[src/design/iso2022_cn_to_euc_cn_decoder_top_macros.svh]
// Assertion macros shared by the decoder modules.
`ifndef ISO2022_CN_TO_EUC_CN_DECODER_TOP_MACROS_SVH
`define ISO2022_CN_TO_EUC_CN_DECODER_TOP_MACROS_SVH

// Same-cycle implication, disabled while reset is asserted.
`define I2CN_ASSERT_NOW(label, ck, rn, ante, cons, msg) \
    label: assert property (@(posedge ck) disable iff (!rn) (ante) |-> (cons)) \
        else $error(msg);

// Next-cycle implication, disabled while reset is asserted.
`define I2CN_ASSERT_NEXT(label, ck, rn, ante, cons, msg) \
    label: assert property (@(posedge ck) disable iff (!rn) (ante) |=> (cons)) \
        else $error(msg);

`endif

[src/design/i2cn_pkg.sv]
// Types, character codes and helpers shared by the ISO-2022-CN decoder modules.
`default_nettype none

package i2cn_pkg;

    localparam int RUN_MAX     = 4;
    localparam int IDX_W       = $clog2(RUN_MAX);
    localparam int CNT_W       = $clog2(RUN_MAX + 1);
    localparam int Q_DEPTH_DEF = 2;

    localparam logic [7:0] CH_ESC    = 8'h1b;
    localparam logic [7:0] CH_SO     = 8'h0e;
    localparam logic [7:0] CH_SI     = 8'h0f;
    localparam logic [7:0] CH_HIGH   = 8'h80;
    localparam logic [7:0] CH_DOLLAR = 8'h24;
    localparam logic [7:0] CH_RPAREN = 8'h29;
    localparam logic [7:0] CH_A      = 8'h41;

    localparam logic OP_DATA    = 1'b0;
    localparam logic OP_RESTART = 1'b1;

    typedef enum logic [2:0] {
        ST_ASCII            = 3'd0,
        ST_ESC              = 3'd1,
        ST_ESC_DOLLAR       = 3'd2,
        ST_ESC_DOLLAR_PAREN = 3'd3,
        ST_SHIFT_IN         = 3'd4,
        ST_SHIFT_OUT        = 3'd5,
        ST_PAIR             = 3'd6
    } mode_t;

    // One input byte's worth of output: up to RUN_MAX bytes, count of them valid.
    typedef struct packed {
        logic [RUN_MAX-1:0][7:0] data;
        logic [CNT_W-1:0]        count;
    } run_t;

    typedef struct packed {
        logic empty;
        logic full;
    } q_stat_t;

    // Byte at a given position of a held escape prefix (ESC $ ).
    function automatic logic [7:0] prefix_byte(input logic [IDX_W-1:0] pos);
        logic [7:0] b;
        unique case (pos)
            IDX_W'(1): b = CH_DOLLAR;
            IDX_W'(2): b = CH_RPAREN;
            default:   b = CH_ESC;
        endcase
        return b;
    endfunction

endpackage

`default_nettype wire

[src/design/i2cn_front.sv]
// Front end: accepts input beats, tracks the shift state and builds output runs.
`default_nettype none

`include "iso2022_cn_to_euc_cn_decoder_top_macros.svh"

module i2cn_front
    import i2cn_pkg::*;
(
    input  wire logic       clk,
    input  wire logic       rst_n,
    input  wire logic       in_valid,
    output logic            in_ready,
    input  wire logic       operation,
    input  wire logic [7:0] byte_in,
    input  wire q_stat_t    q_stat,
    output logic            push,
    output run_t            push_run
);

    mode_t            state_reg, state_next;
    logic [7:0]       held_reg, held_next;
    logic             in_fire;
    logic             brk;
    logic [IDX_W-1:0] prefix_len;
    run_t             run;

    assign in_ready = !q_stat.full;
    assign in_fire  = in_valid && in_ready;
    assign push     = in_fire && (run.count != '0);
    assign push_run = run;

    always_ff @(posedge clk or negedge rst_n)
    begin
        if (!rst_n)
        begin
            state_reg <= ST_ASCII;
        end
        else if (in_fire)
        begin
            state_reg <= state_next;
        end
    end

    always_ff @(posedge clk)
    begin
        if (in_fire)
        begin
            held_reg <= held_next;
        end
    end

    always_comb
    begin
        state_next = state_reg;
        held_next  = held_reg;
        run        = '0;
        brk        = 1'b0;
        prefix_len = '0;

        unique case (state_reg)
            ST_ESC:
            begin
                if (byte_in == CH_DOLLAR)
                begin
                    state_next = ST_ESC_DOLLAR;
                end
                else
                begin
                    brk        = 1'b1;
                    prefix_len = IDX_W'(1);
                end
            end
            ST_ESC_DOLLAR:
            begin
                if (byte_in == CH_RPAREN)
                begin
                    state_next = ST_ESC_DOLLAR_PAREN;
                end
                else
                begin
                    brk        = 1'b1;
                    prefix_len = IDX_W'(2);
                end
            end
            ST_ESC_DOLLAR_PAREN:
            begin
                if (byte_in == CH_A)
                begin
                    state_next = ST_SHIFT_IN;
                end
                else
                begin
                    brk        = 1'b1;
                    prefix_len = IDX_W'(3);
                end
            end
            ST_SHIFT_IN:
            begin
                if (byte_in == CH_SO)
                begin
                    state_next = ST_SHIFT_OUT;
                end
                else
                begin
                    run.data[0] = byte_in;
                    run.count   = CNT_W'(1);
                end
            end
            ST_SHIFT_OUT:
            begin
                if (byte_in == CH_SI)
                begin
                    state_next = ST_SHIFT_IN;
                end
                else
                begin
                    held_next  = byte_in;
                    state_next = ST_PAIR;
                end
            end
            ST_PAIR:
            begin
                // The second byte of a pair is taken as it stands, even SI.
                run.data[0] = held_reg | CH_HIGH;
                run.data[1] = byte_in | CH_HIGH;
                run.count   = CNT_W'(2);
                state_next  = ST_SHIFT_OUT;
            end
            default:
            begin
                brk = 1'b1;
            end
        endcase

        // A broken escape replays its held prefix, then the breaking byte is
        // treated as in ASCII mode: passed on, or the start of a new escape.
        if (brk)
        begin
            for (int i = 0; i < RUN_MAX; i++)
            begin
                run.data[i] = (IDX_W'(i) == prefix_len) ? byte_in
                                                        : prefix_byte(IDX_W'(i));
            end
            run.count  = CNT_W'(prefix_len) + CNT_W'(byte_in != CH_ESC);
            state_next = (byte_in == CH_ESC) ? ST_ESC : ST_ASCII;
        end

        if (operation == OP_RESTART)
        begin
            state_next = ST_ASCII;
            held_next  = held_reg;
            run        = '0;
        end
    end

    `I2CN_ASSERT_NEXT(a_restart_to_ascii, clk, rst_n,
        in_fire && (operation == OP_RESTART), state_reg == ST_ASCII,
        "restart did not return the decoder to ASCII mode")
    `I2CN_ASSERT_NOW(a_run_length, clk, rst_n,
        push, (push_run.count != '0) && (push_run.count <= CNT_W'(RUN_MAX)),
        "run pushed with an impossible byte count")

endmodule

`default_nettype wire

[src/design/i2cn_queue.sv]
// Run queue between the front end and the output sequencer.
`default_nettype none

`include "iso2022_cn_to_euc_cn_decoder_top_macros.svh"

module i2cn_queue
    import i2cn_pkg::*;
#(
    parameter int DEPTH = Q_DEPTH_DEF
)
(
    input  wire logic clk,
    input  wire logic rst_n,
    input  wire logic push,
    input  wire run_t push_run,
    input  wire logic pop,
    output run_t      head,
    output q_stat_t   q_stat
);

    localparam int PTR_W = (DEPTH > 1) ? $clog2(DEPTH) : 1;
    localparam int FILL_W = $clog2(DEPTH + 1);

    run_t              entry_reg [DEPTH];
    logic [PTR_W-1:0]  wr_ptr_reg, rd_ptr_reg;
    logic [FILL_W-1:0] fill_reg;

    function automatic logic [PTR_W-1:0] ptr_inc(input logic [PTR_W-1:0] p);
        logic [PTR_W-1:0] n;
        n = (p == PTR_W'(DEPTH - 1)) ? '0 : p + PTR_W'(1);
        return n;
    endfunction

    assign head         = entry_reg[rd_ptr_reg];
    assign q_stat.empty = (fill_reg == '0);
    assign q_stat.full  = (fill_reg == FILL_W'(DEPTH));

    always_ff @(posedge clk)
    begin
        if (push)
        begin
            entry_reg[wr_ptr_reg] <= push_run;
        end
    end

    always_ff @(posedge clk or negedge rst_n)
    begin
        if (!rst_n)
        begin
            wr_ptr_reg <= '0;
            rd_ptr_reg <= '0;
            fill_reg   <= '0;
        end
        else
        begin
            if (push)
            begin
                wr_ptr_reg <= ptr_inc(wr_ptr_reg);
            end
            if (pop)
            begin
                rd_ptr_reg <= ptr_inc(rd_ptr_reg);
            end
            if (push && !pop)
            begin
                fill_reg <= fill_reg + FILL_W'(1);
            end
            else if (pop && !push)
            begin
                fill_reg <= fill_reg - FILL_W'(1);
            end
        end
    end

    `I2CN_ASSERT_NOW(a_no_overflow, clk, rst_n, push, !q_stat.full,
        "run pushed into a full queue")
    `I2CN_ASSERT_NOW(a_no_underflow, clk, rst_n, pop, !q_stat.empty,
        "run popped from an empty queue")

endmodule

`default_nettype wire

[src/design/i2cn_back.sv]
// Output sequencer: plays each queued run out one byte per beat.
`default_nettype none

`include "iso2022_cn_to_euc_cn_decoder_top_macros.svh"

module i2cn_back
    import i2cn_pkg::*;
(
    input  wire logic    clk,
    input  wire logic    rst_n,
    input  wire run_t    head,
    input  wire q_stat_t q_stat,
    output logic         pop,
    output logic         out_valid,
    input  wire logic    out_ready,
    output logic [7:0]   byte_out,
    output logic         last_of_run
);

    logic [IDX_W-1:0] idx_reg, idx_next;
    logic             out_fire;

    assign out_valid   = !q_stat.empty;
    assign byte_out    = head.data[idx_reg];
    assign last_of_run = (CNT_W'(idx_reg) == head.count - CNT_W'(1));
    assign out_fire    = out_valid && out_ready;
    assign pop         = out_fire && last_of_run;

    always_comb
    begin
        idx_next = idx_reg;
        if (out_fire)
        begin
            idx_next = last_of_run ? '0 : idx_reg + IDX_W'(1);
        end
    end

    always_ff @(posedge clk or negedge rst_n)
    begin
        if (!rst_n)
        begin
            idx_reg <= '0;
        end
        else
        begin
            idx_reg <= idx_next;
        end
    end

    `I2CN_ASSERT_NOW(a_idle_index_zero, clk, rst_n, q_stat.empty, idx_reg == '0,
        "byte index not at the start of a run while the queue is empty")
    `I2CN_ASSERT_NEXT(a_index_advances, clk, rst_n, out_fire && !last_of_run,
        idx_reg == $past(idx_reg) + IDX_W'(1),
        "byte index did not advance within a run")

endmodule

`default_nettype wire

[src/design/iso2022_cn_to_euc_cn_decoder_top.sv]
// Top level of the ISO-2022-CN (GB2312) to EUC-CN stream decoder.
`default_nettype none

// Converts a 7-bit ISO-2022-CN byte stream carrying GB2312 into EUC-CN, one
// input beat per cycle. Each input beat yields zero to four output beats;
// the last of them carries last_of_run. The front end takes an input beat
// every cycle as long as its run queue (QUEUE_DEPTH entries) has room; each
// run is registered into the queue and offered once the runs ahead of it
// have left. While out_ready is high, the output side delivers one byte per
// cycle, and sustained input rate is one beat per cycle if each beat yields
// at most one byte, and follows the output byte count otherwise.
// A restart beat returns the decoder to ASCII mode and produces no output.
module iso2022_cn_to_euc_cn_decoder_top
    import i2cn_pkg::*;
#(
    parameter int QUEUE_DEPTH = Q_DEPTH_DEF
)
(
    input  wire logic       clk,
    input  wire logic       rst_n,
    input  wire logic       in_valid,
    output logic            in_ready,
    input  wire logic       operation,
    input  wire logic [7:0] byte_in,
    output logic            out_valid,
    input  wire logic       out_ready,
    output logic [7:0]      byte_out,
    output logic            last_of_run
);

    q_stat_t q_stat;
    logic    push;
    logic    pop;
    run_t    push_run;
    run_t    head;

    i2cn_front u_front (
        .clk      (clk),
        .rst_n    (rst_n),
        .in_valid (in_valid),
        .in_ready (in_ready),
        .operation(operation),
        .byte_in  (byte_in),
        .q_stat   (q_stat),
        .push     (push),
        .push_run (push_run)
    );

    i2cn_queue #(
        .DEPTH(QUEUE_DEPTH)
    ) u_queue (
        .clk     (clk),
        .rst_n   (rst_n),
        .push    (push),
        .push_run(push_run),
        .pop     (pop),
        .head    (head),
        .q_stat  (q_stat)
    );

    i2cn_back u_back (
        .clk        (clk),
        .rst_n      (rst_n),
        .head       (head),
        .q_stat     (q_stat),
        .pop        (pop),
        .out_valid  (out_valid),
        .out_ready  (out_ready),
        .byte_out   (byte_out),
        .last_of_run(last_of_run)
    );

endmodule

`default_nettype wire
[config.mk]
export PLATFORM = sky130hd
export DESIGN_NAME = iso2022_cn_to_euc_cn_decoder_top
export DESIGN_NICKNAME = d
export VERILOG_FILES = /design/src/design/i2cn_pkg.sv /design/src/design/i2cn_front.sv /design/src/design/i2cn_queue.sv /design/src/design/i2cn_back.sv /design/src/design/iso2022_cn_to_euc_cn_decoder_top.sv
export VERILOG_INCLUDE_DIRS = /design/src /design/src/design
export SDC_FILE = /design/constraint.sdc
export NUM_CORES = 1
export LEC_CHECK = 0
export ABC_AREA = 1
export BUFFER_PORTS_ARGS = -buffer_cell sky130_fd_sc_hd__buf_4
export CORE_MARGIN = 1.5
export CORE_UTILIZATION = 55
export CTS_CLUSTER_SIZE = 30
export DETAILED_ROUTE_END_ITERATION = 12
export MAX_ROUTING_LAYER = met4
export PLACE_DENSITY = 0.72
export SYNTH_ARGS = -nofsm -noshare
export SYNTH_HDL_FRONTEND = slang
export SYNTH_SLANG_ARGS = --single-unit
[constraint.sdc]
create_clock -name clk -period 5 [get_ports clk]
set_input_delay 0.25 -clock clk [delete_from_list [all_inputs] [get_ports clk]]
set_output_delay 0.25 -clock clk [all_outputs]
set_load 0.005 [all_outputs]
==> flow_metrics.py <==
metrics = {
    "route": {
        "drtIter0Drc": 264,
        "routed.top_layer": "met4",
        "first_pass_iters": 5,
        "wl_met2_um": 4724,
        "wirelength_um": 9554,
        "route.detailed.wl_per_inst_um": 17.79,
        "vias_per_cell": 5.661,
        "wl_met1_um": 4134,
        "drc": 0,
        "vias": 3040,
        "ant_nets": 0,
        "dr_wl_met3_um": 547,
    },
    "finish": {
        "syn2layout_area_growth_pct": 11.78,
        "nets": 449,
        "final_util_pct": 63.51,
        "final_cell_area_um2": 4582,
        "fin_cells": 537,
        "drive_above_1_share_pct": 15.75,
        "fillers": 616,
        "antenna_cells": 0,
        "largest_reg_flops": 70,
    },
    "synth": {
        "synth_seq_cells": 86,
        "synth-xor-area-share_pct": 1.496,
        "synth_area_leaders": "edfxtp_1 (56%), nor2_1 (7.1%), o21ai_0 (5.6%), dfrtp_1 (5.5%), nand2_1 (4.3%)",
        "syn_inst": 408,
        "synthAdderAreaFrac_pct": 0.9158,
        "synth_top_family_by_area": "simple AND/OR/NAND/NOR gates",
        "yosysTopAreaCellShare_pct": 56.41,
        "synth.mux.area_fraction_pct": 0.7326,
        "synth_nets": 424,
        "yosys_warnings": 0,
        "synth_simple_gate_area_share_pct": 18.41,
        "synthDistinctLibCells": 32,
        "synth_area_leader_cell": "edfxtp_1",
        "synth_compound_area_share_pct": 10.99,
        "synth_area_per_cell_um2": 10.05,
        "synth_seq_area_share_pct": 61.90,
        "synth_area_um2": 4099,
    },
    "placement": {
        "io_buffers": 23,
        "dp_hpwl_um": 6223,
        "routabilityCongestion": 0.9393,
        "dp.cells": 520,
        "post_dp_cell_area_um2": 4372,
    },
    "critical_path": {
        "critical_path_arrival_ps": 2980,
        "critPathMaxFanout": 35,
        "endpoint_kind": "flip-flop",
        "required_ps": 5000,
        "setup.worst_path.start_class": "flip-flop",
        "critical_path_class": "reg -> reg",
    },
    "die": {
        "die_area_um2": 7980,
        "core_area_um2": 7214,
        "ioPinCount": 24,
        "initial_core_util_pct": 56.82,
        "fp.dieH_um": 89.33,
        "num_rows": 31,
        "die_w_um": 89.33,
    },
    "run_status": {
        "outcome": "finished, final reports clean",
    },
    "sta": {
        "post-route-period-util_pct": 59.77,
        "drv_slew": 0,
        "rsz0062_at_grt": "no",
        "fin_skew_ps": 12.51,
        "tns_ps": 0,
        "setup_violations": 0,
        "final_hold_viol_count": 0,
        "maxSlewHeadroom_pct": 31.07,
        "fmax_ghz": 0.3346,
        "tightestPinTransition_ps": 1031,
        "fin_crit_ps": 2988,
    },
    "grt": {
        "grt_pass1_vias": 2900,
        "overflow": 0,
        "grt_util_all_layers_pct": 26.58,
        "grt_pass1_wl_um": 14690,
        "grt_start_max_net_pins": 37,
        "antenna_found_initial": 0,
    },
    "clock_network": {
        "cts_tree": "built",
        "clkTransAtPathRegs_ps": 90,
        "cts_setup_buffers": 0,
        "cts_resized": 0,
        "cts_sinks": 86,
        "cts.path.max_buffers": 2,
        "numCtsBuffers": 9,
        "htree_levels": 3,
        "cts_root_buffer": "clkbuf_8",
        "insertion_delay_ps": 370,
    },
    "power": {
        "p_leak_nw": 1.728,
        "cellPowerDensity_nw_per_um2": 322.8,
        "peakVddDrop_mv": 0.2545,
        "power_mw": 1.479,
    },
    "run": {
        "drv_cap": 0,
    },
    "worst_hold_path": {
        "min_path_type": "in -> reg",
    },
}
-- synth_stat cells --
cell type	instances
buf_1	2
o21ai_0	46
clkinv_1	1
inv_1	32
nand2_4	5
dfrtp_1	9
nor2_1	78
a32oi_1	2
nor3_1	9
o22ai_2	1
ha_1	3
o211ai_1	2
nand4_1	6
xnor2_1	3
xor2_1	4
nand2_1	47
mux2i_1	3
a21oi_1	14
edfxtp_1	77
nand2_2	5
nand3_1	15
nor2_2	2
buf_2	1
clkbuf_1	10
a31oi_1	8
buf_6	1
inv_2	9
o21ai_1	1
o22ai_1	8
nand3b_1	1
clkinv_4	1
nand3_2	2
-- worst max-delay path, stage by stage (launching register included) --
cell     delay, ps
dfrtp_1        460
inv_2          100
nand2_2         60
nor2_1         280
nand2_4        150
nand2_1        120
nand2_1         70
inv_1           60
ha_1           110
inv_1           40
nand2_1         50
nand3_1        100
nand3_2        140
nand2_2         80
nor2_4         780
-- per-stage QoR --
stage	hold slack (ps)	worst slack, ps
2_1_floorplan	-45.59	1616
3_3_place_gp	80.74	1982
3_5_place_dp	78.25	1913
4_1_cts	77.42	1975
5_1_grt	73.69	1774
6_report	89.77	2012
-- per-layer routing --
metal	vias up	global-route usage [%]
met5	-	-
met1	1455	34.36
met2	108	42.58
met3	15	4.986
met4	0	8.811
li1	1462	-
-- placed cells by master, fill, tap and decap left out, types with 2 or more instances in the layout --
master    instances
nand3_1          15
o22ai_1           8
mux2i_1           3
edfxtp_1         77
inv_2             9
a31oi_1           8
nor3_1            9
a32oi_1           2
dfrtp_1           9
nand2_2           5
inv_8             3
nand4_1           6
xor2_1            4
o211ai_1          2
nand2_1          47
nor2_1           77
nand2_4           5
a21oi_1          14
nor2_2            2
o21ai_0          46
ha_1              3
buf_4            27
inv_1            32
clkbuf_8          9
clkinv_4          4
nand3_2           2
xnor2_1           3
-- repair_timing --
action	in CTS	in global routing
setup endpoints to repair	0	0
hold buffers	1	0
endpoints found under the hold margin	9	0
-- final timing paths --
check,from,endpoint,slack [ps],cells past startpoint
setup / recovery,u_front.state_reg[2]$_DFFE_PN0P_,u_queue.entry_reg[1][28]$_DFFE_PP_,2010,14
hold / removal,byte_in[1],u_front.held_reg[1]$_DFFE_PP_,90,1
setup reg to reg,u_front.state_reg[2]$_DFFE_PN0P_,u_queue.entry_reg[1][28]$_DFFE_PP_,2010,14
hold reg to reg,u_queue.fill_reg[0]$_DFFE_PN0P_,u_queue.fill_reg[0]$_DFFE_PN0P_,480,1
max in group asynchronous,rst_n,u_queue.rd_ptr_reg$_DFFE_PN0P_,4640,2
min in group asynchronous,rst_n,u_front.state_reg[2]$_DFFE_PN0P_,230,2
-- cell families (layout without fill, tap and decap cells) --
family	after synthesis	after routing
compound gates	82	82
xor+xnor	7	7
fa+ha+maj	3	3
simple gates	170	170
flops	86	86
mux	3	3
buf+inv	57	87
-- power by group --
part	leakage (nW)	total, mW	internal (mW)	switching (mW)
Clock	0.102	0.488	0.198	0.290
Sequential	0.746	0.786	0.782	0.00420
Combinational	0.879	0.205	0.0840	0.121
-- cell type report --
class | instances | area, um2 | share of cell area (%)
Clock buffer | 9 | 123.9 | 2.703
Clock inverter | 7 | 76.32 | 1.666
Inverter | 43 | 166.4 | 3.632
Multi-Input combinational cell | 265 | 1341 | 29.27
Sequential cell | 86 | 2537 | 55.38
Tap cell | 99 | 123.9 | 2.703
Timing Repair Buffer | 28 | 212.7 | 4.642
No activity file was read; power rests on OpenSTA's default activity.
